`config.mk`:
```
export PLATFORM = sky130hd
export DESIGN_NAME = cpust_vram
export DESIGN_NICKNAME = d
export VERILOG_FILES = /design/src/rtl/cpust_vram.sv
export SDC_FILE = /design/constraint.sdc
export NUM_CORES = 1
export LEC_CHECK = 0
export BUFFER_PORTS_ARGS = -buffer_cell sky130_fd_sc_hd__buf_2
export CAP_MARGIN = 5
export CELL_PAD_IN_SITES_DETAIL_PLACEMENT = 1
export CELL_PAD_IN_SITES_GLOBAL_PLACEMENT = 2
export CORE_UTILIZATION = 35
export DETAILED_ROUTE_END_ITERATION = 6
export PLACE_DENSITY_LB_ADDON = 0.25
export SYNTH_ARGS = -nofsm -noshare
export SYNTH_HDL_FRONTEND = slang
export SYNTH_SLANG_ARGS = --single-unit
```
`constraint.sdc`:
```
create_clock -name clk -period 13 [get_ports clk]
set_input_delay 1.3 -clock clk [delete_from_list [all_inputs] [get_ports clk]]
set_output_delay 1.3 -clock clk [all_outputs]
set_load 0.005 [all_outputs]
```
`src/rtl/cpust_vram.sv`:
```
module cpust_vram #(
  parameter int DEPTH = 8,
  parameter int WIDTH = 48
) (
  input  logic                             clk,
  input  logic                             we,
  input  logic [$clog2(DEPTH > 1 ? DEPTH : 2)-1:0] waddr,
  input  logic [WIDTH-1:0]                 wdata,
  input  logic [$clog2(DEPTH > 1 ? DEPTH : 2)-1:0] raddr,
  output logic [WIDTH-1:0]                 rdata
);

  logic [WIDTH-1:0] mem [DEPTH];

  // Single write port, registered read port.
  always_ff @(posedge clk) begin
    if (we) begin
      mem[waddr] <= wdata;
    end
    rdata <= mem[raddr];
  end

endmodule

```
Word level (Yosys, flattened, before mapping). Memory sizes are Yosys's and may differ from the RTL's. A register that Yosys moved wholly into a read port is not among the register bits. Cells that the tools add are included.

Muxes and demuxes: 2.

Operator list (count): $mux W1 (2).

Register bits: 0. Memory bits (writable): 384. Output and inout bits: 48. Logic and storage cells: 3. Memories: 1.

Memory list: mem (depth 8, width 48, read ports 1, clocked after memory_dff 1, write ports 1, RTL line 13) `logic [WIDTH-1:0] mem [DEPTH];`.

Depth between registers and ports, before layout. Gate-level depths: netlist of the first run.

Depth in word-level cells: 2. Gate-level depth with buffers: 5. Gate-level depth less buffers: 2.

Least setup slack after synthesis of the first run. No wires, ideal clock.

Path kind: input to register. Start point: input port waddr[2] (netlist name). End point: memory mem[0][0] (enable). Library setup time: 0.513 ns. Arrival: 4.758 ns. Data required time: 12.487 ns. Path slack: 7.729 ns. Stages on the path: 2. Path buffers: 0. Cells stage by stage: nand2b_1 nor3_1.

RTL lines: start, declared (RTL line 7) `input logic [$clog2(DEPTH > 1 ? DEPTH : 2)-1:0] waddr,`; end, declared (RTL line 13).

Straight into the memory's write port.

==> results of run 1 <==
[cell type report]
class / count / area, µm² / share of cell area, %
sequential: 432 / 12500 / 68.4
multi-input combinational: 157 / 2980 / 16.3
clock buffer: 61 / 1260 / 6.88
tap: 592 / 741 / 4.06
timing repair buffer: 114 / 609 / 3.34
clock inverter: 18 / 186 / 1.02
[layer usage]
layer,wire length [µm],vias up,global-route usage [%],share of wire (%)
li1,-,2864,-,-
met1,12600,3473,17.0,40
met2,17000,110,25.6,54
met3,1280,61,3.28,4.1
met4,645,10,4.16,2.0
met5,68,-,0,0.22
[cells by family (layout without fill, tap and decap cells)]
kind of cell	count (synthesis)	after routing	synth area share (%)
muxes	144	144	18.3
and+or+nand+nor	13	13	0.377
DFF	432	432	80.0
buffers and inverters	27	193	1.31
[power breakdown]
part	total, µW	switching (µW)	leakage, µW	internal [µW]
Combinational	153	75.6	0.00148	76.9
Sequential	1580	16.0	0.00389	1570
Clock	1250	496	0.000703	751
Total	2980	587	0.00607	2400
[worst reg2reg max path: stages, from the launching register on]
cell and delay, ps:
edfxtp_1 380, mux4_2 470, mux2_2 320
[metrics by stage]
| stage | std cells | power [µW] | util (%) | area, µm² | setup slack [ps] |
|---|---|---|---|---|---|
| CTS | 1374 | 3020 | 41.4 | 18300 | 9680 |
| global placement | 1295 | 1760 | 38.1 | 16800 | 9160 |
| floorplan | 616 | 1700 | - | 15600 | 7730 |
| detailed placement | 1295 | 1770 | 38.1 | 16800 | 9110 |
| global route | 1374 | 3080 | 41.4 | 18300 | 9580 |
| finish | 1374 | 2980 | 41.4 | 18300 | 9780 |
[registers in the layout, summed over array words and instances (netlist names)]
name and flops:
rdata 48, mem 384
[layout by cell type (no fill, tap or decap)]
cell type   instances
buf_2             100
buf_4              13
buf_6               1
bufinv_16           4
clkbuf_1            9
clkbuf_16          45
clkbuf_8            7
clkinv_1            7
clkinv_2            5
clkinvlp_4          2
dfxtp_1            48
edfxtp_1          384
mux2_2              8
mux2_4             40
mux4_1              3
mux4_2             93
nand2_1             2
nand2b_1            3
nor2_4              6
nor3_2              2
[how the worst max path moves through the flow]
stage,startpoint,slack (ps),depth (start not counted),to
5_1_grt,raddr[0],9580,4,rdata[21]$_DFF_P_
4_1_cts,raddr[0],9680,4,rdata[21]$_DFF_P_
2_1_floorplan,waddr[2],7730,2,mem[0][0]$_DFFE_PP_
3_5_place_dp,raddr[0],9110,4,rdata[21]$_DFF_P_
6_report,raddr[0],9780,4,rdata[21]$_DFF_P_
3_3_place_gp,raddr[0],9160,4,rdata[21]$_DFF_P_
==> impl_results.md, run 1 <==
* Die H at around 210 µm
* Clock period minus worst slack at between 3000 and 4000 ps
* DRC viols at 0
* Count of cell types in the netlist at 14
* Final hold vios at 0
* Final period utilization at about a quarter
* Clk_lat worst skew at roughly 540 ps
* Hold Crit Class: flip-flop to flip-flop
* DR iter-0 viols at ~360
* Post-cts hold buffer count at 0
* EDFF count, synth at around 380
* Critical Path RT at approximately 13,000 ps
* Sequential area share after synthesis at approximately four fifths
* Nets at 805
* F_max at approximately 0.31 GHz
* Crit path DAT at 3650 ps
* Hold Slack at between 600 and 700 ps
* Critical Path Start Type: primary input
* Worst slew pin tran at roughly 950 ps
* Top cells by count, synth: 384 x edfxtp_1, 93 x mux4_2, 48 x dfxtp_1, 40 x mux2_4, 12 x buf_2
* Diode count at 0
* CTS Sinks at ~430
* Hold EP: rdata[16]$_DFF_P_
* Hold Path Depth at 2
* Critical Path Sink Type: flip-flop
* Initial antenna violation count at 5
* Fraction of layout cells with a size suffix above 1 at about two fifths
* Die extent in x at ~210 µm
* Vias per cell at 4.74
* Post-cts resize count at 0
* Largest net degree at the start of global routing at 64
* # fillers at between 4,000 and 5,000
* Area delta synth->final at 16.9%
* RSZ-0062 raised after global routing: no
* Core ar. at approximately 44,000 µm²
* Synth area leaders: edfxtp_1 74%, mux4_2 13%, dfxtp_1 6.2%
* Synthesized area per cell at between 20 and 30 µm²
* Origin of the critical flop-to-flop path: mem[6][5]$_DFFE_PP_
* Mapped Nets at between 600 and 700
* Pre-antenna DRT Iters at 4
* GR Overflow Total at 0
* Post-synth top area cell: edfxtp_1
* Post-DR wirelength/cell at ~23 µm
* Die ar. at 45,500 µm²
* Setup TNS at 0 ps
* Crit-path cells: buf_6 -> buf_4 -> mux4_1 -> mux2_4
* Status: finished clean
* Final setup viols at 0
* R2R depth at 2
* Max_slew headroom at 36.8%
* Vias in the first global route at 7,204
* Syn Inst Count at around 600
* Peak VDD IR at about 0.08 mV
* Slowest-stage cell, CP: buf_4
* Total number of vias at approximately 6,500
* FF+latch count, synth at about 430
* FFs w/ async S/R, synth at 0%
* H-tree levels at 2
* IO Pins at roughly 100
* Total GRT Usage at approximately 14%
* Final WL at 31.6 mm
* CTS tree: built
* Clk buf depth at 3
* Cell area after synthesis at about 16,000 µm²
* Setup Fix Bufs, Post-CTS at 0
* Leakage power at a little over 0.006 µW
* Slowest cell delay on critical path at about 720 ps
* Synth top area share at between 70% and 80%
* Worst r2r dst: rdata[5]$_DFF_P_
* Starting density of the core at approximately 35%
* Worst hold start: mem[0][16]$_DFFE_PP_
* Layout Skew at ~15 ps
* Crit-path leading delay family: buffers and inverters
* Ys flop type: edfxtp_1
* Standard-cell rows at 77
* Max-cap check violation count at 0
* PwrDens at roughly 160 nW/µm²
* Worst Setup Path Type: primary input to flip-flop
* # port buffers at just over 100
* Synthesis Warnings at 0
* Final Max Slew Viols at 0
* First-pass GRT wire length at around 46 mm
* Clock slew at reported path FFs at about 60 ps
* Clock root cell: clkbuf_16
* Post-detail-place hpwl at roughly 16 mm
* Crit-path max FO at 63
* Number of CTS-inserted buffers at 44
* RD Place Congestion at between 0.6 and 0.7
* Final ANT Viol Nets at 0
* CP bufs+invs at 2
* Top-count cell post-synth: edfxtp_1
* R2R setup slack at around 12,000 ps
(Power assumes the default switching activity.)
==> run 2: changes to the inputs <==
==> constraint.sdc (replaced) <==
create_clock -name clk -period 2.8 [get_ports clk]
set_input_delay 0.28 -clock clk [delete_from_list [all_inputs] [get_ports clk]]
set_output_delay 0.28 -clock clk [all_outputs]
set_load 0.005 [all_outputs]
==> impl_results.md, run 2 (same netlist as run 1, synthesis figures left out) <==
* DRC viols at 4
* DR iter-0 viols at 335
* Clk buf depth at 3
* H-tree levels at 2
* Layout Skew at between 15 and 20 ps
* Starting density of the core at between 30% and 40%
* F_max at 0.712 GHz
* RD Place Congestion at approximately 0.66
* Vias in the first global route at ~7,600
* R2R setup slack at ~1500 ps
* Die extent in x at 213 µm
* Critical Path Start Type: primary input
* Hold Crit Class: primary input to flip-flop
* Sw Share at slightly below 20%
* Standard-cell rows at 77
* Pre-antenna DRT Iters at 7
* Total GRT Usage at between 10 and 15%
* Number of CTS-inserted buffers at 43
* Worst r2r dst: rdata[47]$_DFF_P_
* Crit-path max FO at 38
* Peak VDD IR at 0.370 mV
* Origin of the critical flop-to-flop path: mem[6][47]$_DFFE_PP_
* Area delta synth->final at 20.5%
* Die ar. at 45,500 µm²
* Post-cts resize count at 0
* Total internal power at roughly 11,000 µW
* Max FFs per register at roughly 380
* RSZ-0062 raised after global routing: no
* Final ANT Viol Nets at 0
* Crit path DAT at roughly 1800 ps
* # port buffers at slightly above 100
* Status: complete, but fails checks
* Nets at ~850
* Final Max Slew Viols at 0
* Crit-path cells: buf_6 -> buf_12 -> mux4_1 -> mux2_4
* Core ar. at about 44,000 µm²
* IO Pins at about 100
* Max-cap check violation count at 0
* Final period utilization at approximately half
* Commonest non-fill, non-tap cell in the layout: edfxtp_1
* Max_slew headroom at between 60% and 70%
* Final hold vios at 0
* Vias per cell at roughly 4.7
* Fraction of layout cells with a size suffix above 1 at around two fifths
* Initial antenna violation count at 4
* Leakage power at around 0.0063 µW
* GR Overflow Total at 0
* Hold EP: mem[2][28]$_DFFE_PP_
* CTS Sinks at around 430
* Logic pwr share at under 10%
* Largest net degree at the start of global routing at slightly below 50
* R2R depth at 2
* Worst Setup Path Type: primary input to flip-flop
* CTS tree: built
* Hold Slack at between 20 and 25 ps
* Post-detail-place hpwl at about 18 mm
* Die H at ~210 µm
* Clock period minus worst slack at approximately 1400 ps
* Slowest-stage cell, CP: mux4_1
* Clock slew at reported path FFs at approximately 60 ps
* Final WL at between 30 and 40 mm
* Failing checks: design-rule violations
* Flop pwr share at a little over half
* Worst slew pin tran at 567 ps
* Final setup viols at 0
* PwrDens at around 750 nW/µm²
* Switching component of the power at ~2800 µW
* Top reg by flops: mem
* Largest regs: mem x384, rdata x48
* Final core occ at between 40% and 50%
* First-pass GRT wire length at approximately 47 mm
* Setup Fix Bufs, Post-CTS at 0
* Post-DR wirelength/cell at around 23 µm
* Critical Path Sink Type: flip-flop
* Slowest cell delay on critical path at 610 ps
* Worst hold start: wdata[28]
* Critical Path RT at 3230 ps
* Total number of vias at around 6,700
* Clock root cell: clkbuf_16
* Clk pwr share at between 40% and 50%
* Clk_lat worst skew at around 540 ps
* Hold Path Depth at 1
* Commonest cells after routing, fill and taps aside: 384 x edfxtp_1, 100 x buf_2, 93 x mux4_2, 48 x dfxtp_1, 43 x clkbuf_16
-- run 2: cell types whose count changed in the layout (fill, tap and decap cells not counted), sizes merged, moves of 3 or more --
cell,change
bufinv,+3
clkbuf,-8
dlygate4sd3,+35
buf,+13
clkinvlp,+3
-- run 2: power by group through the flow --
stage               Clock [µW]  Combinational (µW)  Sequential [µW]
CTS                       6070                 795             7360
detailed placement           0                 750             7500
global placement             0                 722             7480
finish                    5900                 772             7360
floorplan                    0                 433             7480
global route              6270                 836             7380
-- run 2: repair_timing --
item	in CTS	in global routing
endpoints found under the hold margin	262	0
hold buffers	35	0
setup endpoints to repair	0	0
-- run 2: metal layers --
layer | global-route usage, % | vias up | wire length (µm)
met2 | 25.0 | 124 | 16500
met4 | 4.26 | 6 | 602
met5 | 0 | - | 32
met3 | 2.93 | 48 | 1250
li1 | - | 2966 | -
met1 | 18.4 | 3577 | 13700
-- run 2: worst max-delay path by stage --
| stage | from | end | slack (ps) | cells past startpoint |
|---|---|---|---|---|
| 2_1_floorplan | waddr[2] | mem[1][0]$_DFFE_PP_ | -160 | 2 |
| 4_1_cts | raddr[0] | rdata[21]$_DFF_P_ | 1370 | 4 |
| 3_5_place_dp | raddr[0] | rdata[21]$_DFF_P_ | 790 | 4 |
| 5_1_grt | raddr[0] | rdata[21]$_DFF_P_ | 1290 | 4 |
| 6_report | raddr[0] | rdata[21]$_DFF_P_ | 1400 | 4 |
| 3_3_place_gp | raddr[0] | rdata[21]$_DFF_P_ | 800 | 4 |
-- run 2: stage by stage --
step	cells	total power, µW	instance area, µm²	setup TNS, ps	setup WS (ps)
2_1_floorplan	616	7910	15600	-32160	-164
3_3_place_gp	1308	8200	17000	0	804
3_5_place_dp	1308	8250	17000	0	793
4_1_cts	1420	14200	18800	0	1370
5_1_grt	1421	14500	18800	0	1290
6_report	1422	14000	18800	0	1400
-- run 2: area by class of cell --
type | instances | area, µm²
sequential | 432 | 12500
multi-input combinational | 157 | 2990
antenna | 2 | 5.00
clock buffer | 53 | 1140
clock inverter | 24 | 312
tap | 592 | 741
fill | 4124 | 25300
timing repair buffer | 162 | 1130
-- run 2: worst max-delay path, delay by kind of cell --
| kind | cells | cell delay [ps] |
|---|---|---|
| mux | 2 | 890 |
| buf+inv | 2 | 620 |
