<file path="src/rtl/cpust_pkg.sv">
package cpust_pkg;

  // Vertex store depth and the widths that follow from it.
  localparam int MAX_VERTICES = 8;
  localparam int AW = (MAX_VERTICES > 1) ? $clog2(MAX_VERTICES) : 1;
  localparam int CW = $clog2(MAX_VERTICES + 1);

  // Shared multiplier operand, product and accumulator widths.
  localparam int OPW  = 36;
  localparam int PW   = 2 * OPW;
  localparam int ACCW = 112;

  // Squared radius of the unit sphere in Q4.12 squared units.
  localparam logic signed [OPW-1:0] R2 = 36'sd16777216;

  // Result status codes.
  localparam logic [1:0] ST_MISS  = 2'd0;
  localparam logic [1:0] ST_HIT   = 2'd1;
  localparam logic [1:0] ST_DEGEN = 2'd2;
  localparam logic [1:0] ST_OVF   = 2'd3;

  // Product shift codes for the accumulator.
  localparam logic [1:0] SH_0  = 2'd0;
  localparam logic [1:0] SH_24 = 2'd1;
  localparam logic [1:0] SH_28 = 2'd2;
  localparam logic [1:0] SH_54 = 2'd3;

  typedef struct packed {
    logic       en;
    logic       clr;
    logic       neg;
    logic [1:0] sh;
  } mac_ctl_t;

  typedef struct packed {
    logic signed [15:0] z;
    logic signed [15:0] y;
    logic signed [15:0] x;
  } vec16_t;

  typedef struct packed {
    logic signed [16:0] z;
    logic signed [16:0] y;
    logic signed [16:0] x;
  } vec17_t;

  function automatic logic signed [OPW-1:0] sx16(input logic [15:0] v);
    return {{(OPW-16){v[15]}}, v};
  endfunction

  function automatic logic signed [OPW-1:0] sx17(input logic [16:0] v);
    return {{(OPW-17){v[16]}}, v};
  endfunction

  // Component-wise difference a - b, one bit wider than the coordinates.
  function automatic vec17_t vsub(input vec16_t a, input vec16_t b);
    vec17_t r;
    r.x = {a.x[15], a.x} - {b.x[15], b.x};
    r.y = {a.y[15], a.y} - {b.y[15], b.y};
    r.z = {a.z[15], a.z} - {b.z[15], b.z};
    return r;
  endfunction

endpackage

</file>
<file path="src/rtl/cpust_mac.sv">
module cpust_mac (
  input  logic                                clk,
  input  logic                                rst_n,
  input  cpust_pkg::mac_ctl_t                 ctl,
  input  logic signed [cpust_pkg::OPW-1:0]    a,
  input  logic signed [cpust_pkg::OPW-1:0]    b,
  output logic signed [cpust_pkg::ACCW-1:0]   acc
);

  cpust_pkg::mac_ctl_t                     ctl_r;
  logic signed [cpust_pkg::PW-1:0]         prod_r;
  logic signed [cpust_pkg::ACCW-1:0]       acc_r;
  logic signed [cpust_pkg::ACCW-1:0]       acc_nxt;
  logic signed [cpust_pkg::ACCW-1:0]       pext;
  logic signed [cpust_pkg::ACCW-1:0]       pshift;

  // Multiply stage; control travels alongside the product.
  always_ff @(posedge clk) begin
    if (!rst_n) begin
      ctl_r <= '0;
    end else begin
      ctl_r <= ctl;
    end
  end

  always_ff @(posedge clk) begin
    prod_r <= a * b;
    acc_r  <= acc_nxt;
  end

  // Accumulate stage: scale the product, then add or subtract it.
  always_comb begin
    pext = cpust_pkg::ACCW'(prod_r);
    case (ctl_r.sh)
      cpust_pkg::SH_0:  pshift = pext;
      cpust_pkg::SH_24: pshift = pext <<< 24;
      cpust_pkg::SH_28: pshift = pext <<< 28;
      cpust_pkg::SH_54: pshift = pext <<< 54;
      default:          pshift = pext;
    endcase
    acc_nxt = acc_r;
    if (ctl_r.en) begin
      acc_nxt = (ctl_r.clr ? '0 : acc_r) + (ctl_r.neg ? -pshift : pshift);
    end
  end

  assign acc = acc_r;

endmodule

</file>
<file path="config.mk">
export PLATFORM = sky130hd
export DESIGN_NAME = cpust_mac
export DESIGN_NICKNAME = d
export VERILOG_FILES = /design/src/rtl/cpust_pkg.sv /design/src/rtl/cpust_mac.sv
export SDC_FILE = /design/constraint.sdc
export NUM_CORES = 2
export LEC_CHECK = 0
export CAP_MARGIN = 20
export CORE_ASPECT_RATIO = 0.6
export CORE_MARGIN = 3
export CORE_UTILIZATION = 40
export DETAILED_ROUTE_END_ITERATION = 6
export DONT_BUFFER_PORTS = 1
export GPL_ROUTABILITY_DRIVEN = 0
export PLACE_DENSITY_LB_ADDON = 0.25
export SYNTH_ARGS = -nofsm -noshare
export SYNTH_HDL_FRONTEND = slang
export SYNTH_SLANG_ARGS = --single-unit
</file>
<file path="constraint.sdc">
create_clock -name clk -period 9.5 [get_ports clk]
set_input_delay 2.375 -clock clk [delete_from_list [all_inputs] [get_ports clk]]
set_output_delay 2.375 -clock clk [all_outputs]
set_load 0.05 [all_outputs]
</file>
### Word level (Yosys, flattened, before mapping)

Cells that the tools add are included.

* multipliers: 1
* mux-type cells: 3
* equal/unequal tests: 3
* add/subtract/negate cells: 2
* reductions and logical operators: 1

Operators by type and width (count)
* case mux 112 bit (4 select lines): 1
* 2-to-1 mux 112 bit: 2
* adder 112 bit: 1
* negator 112 bit: 1
* multiplier 36 x 36 -> 72 bit: 1
* equality test 2 bit, second input constant: 2
* equality test 2 x 1 -> 1 bit, second input constant: 1
* zero test 2 bit: 1

* register bits: 189
* output and inout bits: 112
* word-level logic and storage cells: 16

### Logic depth before layout (Yosys ltp)

* word-level depth: 5
* depth in mapped cells: 34
* mapped depth without buffers: 29

### Least setup slack after synthesis

No wires, ideal clock.

* path type: input-to-reg
* start: in a[35] (netlist bit)
* end: reg prod_r[68] (netlist bit)
* required time: 9373 ps
* path buffers: 3
* cell stages on the path: 27
* arrival: 9968 ps
* path slack: -595 ps
* cells stage by stage: clkbuf_1 -> clkbuf_1 -> nand2_1 -> inv_1 -> fa_1 -> fa_1 -> inv_1 -> fa_1 -> inv_1 -> fa_1 -> fa_1 -> fa_1 -> fa_1 -> inv_1 -> fa_1 -> inv_1 -> ha_1 -> clkbuf_1 -> a21oi_1 -> inv_1 -> a221o_1 -> a221o_1 -> a31oi_1 -> o211ai_1 -> a41oi_1 -> o21ai_0 -> xor2_1

* longest elaborated chain between the ends: 1

Ends and longest elaborated chain
* from (decl): RTL line cpust_mac.sv:5 `input logic signed [cpust_pkg::OPW-1:0] a,`
* multiplier 36 x 36 -> 72 bit: RTL line cpust_mac.sv:27 `prod_r <= a * b;`
* to (signal assigned): RTL line cpust_mac.sv:27
* to (decl): RTL line cpust_mac.sv:11 `logic signed [cpust_pkg::PW-1:0] prod_r;`

No other way between the ends.
A chain may end at the register's enable or synchronous reset.

### Final worst setup path

* start: in a[35] (netlist bit)
* end: reg prod_r[64] (netlist bit)

Same word-level chain as after synthesis.

==> impl_summary.md <==
Worst setup path
STA puts the critical path data arrival time at between 9 and 10 ns. Along the worst path, the maximum fanout reaches 36. The cell with the most instances on the worst path is sky130_fd_sc_hd__fa_1. The beginning of the critical path is a[35]. The worst setup path is captured at a flip-flop. For the worst setup path, the data required time is between 9 and 10 ns.

The cell family contributing the most delay on the critical path is adder cells. The worst setup path is of the in2reg kind. Together, buffers and inverters on the worst path number 7. The worst register-to-register path has a setup slack of 0.52 ns. The worst flop-to-flop path startpoint is ctl_r[0]$_SDFF_PN0_.

The worst setup path is launched from a primary input. On the worst path, the slowest cell contributes a delay of roughly 0.76 ns. The slowest stage of the critical path belongs to the cell sky130_fd_sc_hd__fa_2.

Global routing
For this run the aggregate overflow at the end of global routing stands at 0. The number of antenna violations at the first check in global routing came to 4. The via count of the first global-routing pass is 51250. Entering global routing, the biggest net connects 74 pins.

The global-route wire length before repair is just over 300 mm. The overall routing resource usage is 24.15%.

Clock network
The number of sinks on the clock net is 189. The count of H-tree levels built during CTS is 4. In this run, post-CTS hold repair placed 0 buffers. TritonCTS built the clock tree. In this run the deepest clock path goes through 3 buffers.

Post-CTS timing repair inserted 0 buffers for setup. The source-to-sink clock delay at the later pin of the worst-skew pair is 0.53 ns. The TritonCTS buffer count is 25. CTS placed an instance of sky130_fd_sc_hd__clkbuf_16 at the clock tree root. After clock tree synthesis, the clock-pin slew on the worst setup and hold paths is 0.07 ns.

Logic synthesis
The mapped cell area is 63460 µm². The count of synthesis-stage warnings from yosys is 0. The number of distinct standard cells referenced by the synthesized netlist is slightly below 80. Of all flip-flops after synthesis, the portion carrying an async set or reset was 0%.

Synthesis produced a netlist with a net count of around 9000. In this run, synthesis produced a sequential element count of around 190. The main flop type after synthesis is sky130_fd_sc_hd__edfxtp_1. The instance count of the mapped netlist is 7071. The number of enable-type register cells in the synthesized netlist is roughly 110. The register area share after synthesis is 7.729%. The mean instance size in the synthesized netlist is 8.974 µm².

Die
191 I/O pins were placed. The floorplan row count is approximately 110. The starting density of the core is a little over 40%. In this run the horizontal extent of the chip is 520.2 µm. The die extent in y is 314.5 µm. The total area inside the core boundary comes to 156500 µm². The floorplan step defined a die boundary enclosing 163600 µm².

Worst hold path
The worst hold path belongs to the class reg2reg. The startpoint identified for the worst hold timing path is ctl_r[4]$_SDFF_PN0_.

Timing
Setup violations remaining at the end of the flow were counted as 0. Setup repair after global routing left no endpoint under its margin. The number of slew-limit violations in the final report came to 0.

At the pin with the least slew margin, the transition time is 1.338 ns. The minimum period implied by the final worst setup slack is 9.239 ns. The relative max-transition margin is around a tenth.

The highest clock frequency the design can meet is 0.1082 GHz. The share of the cycle needed by the critical path after routing is 97.25%. Across the routed clock network, the largest skew measured is 0.02046 ns. The final number of hold-violating endpoints was 0.

Finish
The fraction of layout instances using a drive strength above 1 is 4.252%. The storage element area is 4923 µm². At the end of the flow the core is filled with cells to 42.42%. The synthesis-to-layout area growth is 4.628%. The layout filler cell count is 15461.

The multi-input combinational cells in the finished layout cover a total of 51710 µm². The repair_antennas step left the layout with diodes totalling 0. The net count reported at finish is 8605.

Routing
The routed wire length is roughly 190 mm. The first-pass detailed-route iteration total is 7. The detail route stage leaves a number of antenna-violating nets equal to 0.

The routed layout has 47947 vias. The top metal layer carrying routed signals is met5. The count of routing violations after the opening detailed-route iteration is 4226. The routed length on met1 is approximately 89 mm.

After detailed routing, the average wire length per cell comes to 21.46 µm. In the detailed route, the total length drawn on met2 is around 82 mm. After detailed routing, the number of vias per cell comes to 5.370. The length of routed met3 wiring is approximately 17 mm. After detailed routing, the number of remaining DRC violations is 2.

Placed design
Port buffering added 0 buffers. The half-perimeter wire length of the detailed placement result is 155.7 mm.

Run status
The flow ran to the end, but the final reports show violations. The final reports fail on DRC.

Flow run
Max-cap violations in this run came to 0.
==> layer usage <==
layer / up-vias / track usage (%)
li1: 21077 / -
met1: 24785 / 36.51
met2: 1899 / 36.11
met3: 184 / 4.912
met4: 2 / 3.995
met5: - / 0.1175
==> through the flow <==
stage | area, µm² | hold WS, ns | setup TNS [ns] | setup slack [ns] | cells
3_5_place_dp | 65630 | 0.7899 | -2.511 | -0.3661 | 8896
4_1_cts | 66340 | 0.8077 | 0 | 0.1635 | 8928
6_report | 66390 | 0.7930 | 0 | 0.2614 | 8929
2_1_floorplan | 63620 | 0.7221 | 0 | 0.0009015 | 7071
5_1_grt | 66390 | 0.8290 | 0 | 0.008485 | 8929
3_3_place_gp | 65630 | 0.7894 | -2.749 | -0.3883 | 8896
==> Yosys cell counts (all sizes together), types with 31 or more instances <==
| cell | n | area (µm²) |
|---|---|---|
| a21o | 101 | 758.2 |
| a21oi | 246 | 1231 |
| a31oi | 31 | 193.9 |
| and2 | 587 | 3672 |
| clkbuf | 398 | 1494 |
| dfxtp | 77 | 1541 |
| edfxtp | 112 | 3363 |
| fa | 1380 | 27630 |
| ha | 331 | 4141 |
| inv | 1413 | 5304 |
| mux2i | 42 | 420.4 |
| mux4 | 40 | 912.1 |
| nand2 | 900 | 3381 |
| nand3 | 54 | 270.3 |
| nand4 | 60 | 375.4 |
| nor2 | 156 | 585.6 |
| nor2b | 153 | 957.2 |
| nor3 | 39 | 195.2 |
| o21ai | 196 | 980.9 |
| o21bai | 60 | 450.4 |
| o31ai | 42 | 315.3 |
| xnor2 | 199 | 1743 |
| xor2 | 92 | 805.8 |
==> logic make-up after synthesis <==
| family | Yosys count | share of synthesized area, % |
|---|---|---|
| adders and majority gates | 1711 | 50.06 |
| and+or+nand+nor | 2119 | 16.73 |
| buffers and inverters | 1840 | 10.98 |
| DFF | 189 | 7.729 |
| xor gates and xnor gates | 291 | 4.016 |
| muxes | 84 | 2.135 |
| AOI/OAI and AO/OA | 837 | 8.342 |
==> path summary, 6_finish.rpt <==
check	endpoint	cells after the start
setup / recovery	prod_r[64]$_DFF_P_	25
hold / removal	acc[45]$_DFFE_PP_	0
setup reg to reg	acc[111]$_DFFE_PP_	24
hold reg to reg	acc[45]$_DFFE_PP_	0
==> cell type report <==
type / instances / area share (%)
clock inverters: 5 / 0.09046
well taps: 2109 / 3.974
multi-input cells: 5042 / 77.89
clock buffers: 27 / 0.9856
inverters: 1413 / 8.004
flip-flops and latches: 189 / 7.416
repair buffers: 144 / 1.643
==> layout by cell type, fill, tap and decap left out, types with 14 or more instances in the layout <==
cell type and instances:
sky130_fd_sc_hd__nand4_1 60, sky130_fd_sc_hd__nand2b_1 30, sky130_fd_sc_hd__nor3_1 39, sky130_fd_sc_hd__a21oi_1 243, sky130_fd_sc_hd__mux4_2 37, sky130_fd_sc_hd__nor2_1 156
sky130_fd_sc_hd__xnor2_1 199, sky130_fd_sc_hd__a21boi_0 14, sky130_fd_sc_hd__o31ai_1 41, sky130_fd_sc_hd__or2_2 24, sky130_fd_sc_hd__ha_1 328, sky130_fd_sc_hd__or3_1 14
sky130_fd_sc_hd__inv_1 1406, sky130_fd_sc_hd__nand2_1 898, sky130_fd_sc_hd__o21bai_1 60, sky130_fd_sc_hd__a211oi_1 17, sky130_fd_sc_hd__xor2_1 92, sky130_fd_sc_hd__and2_1 586
sky130_fd_sc_hd__o41ai_1 14, sky130_fd_sc_hd__dfxtp_1 72, sky130_fd_sc_hd__nor2b_1 152, sky130_fd_sc_hd__mux2i_1 42, sky130_fd_sc_hd__nand3b_1 21, sky130_fd_sc_hd__buf_4 142
sky130_fd_sc_hd__nor4_1 21, sky130_fd_sc_hd__a21o_1 101, sky130_fd_sc_hd__clkbuf_16 26, sky130_fd_sc_hd__and3_1 26, sky130_fd_sc_hd__edfxtp_1 112, sky130_fd_sc_hd__a31oi_1 28
sky130_fd_sc_hd__o21a_1 19, sky130_fd_sc_hd__fa_1 1375, sky130_fd_sc_hd__nand3_1 53, sky130_fd_sc_hd__o21ai_0 190
==> sequential cells by signal, summed over array words and instances, names as in the netlist <==
| signal | flops |
|---|---|
| acc | 112 |
| ctl_r | 5 |
| prod_r | 72 |
==> timing repair <==
item | 4_1_cts | 5_1_grt
setup endpoints to repair | 0 | 7
gates resized for setup | 0 | 8
endpoints found under the hold margin | 0 | 0
Power is not shown: default switching activity piles up to over one toggle a cycle in this logic, so the estimate is an artifact.
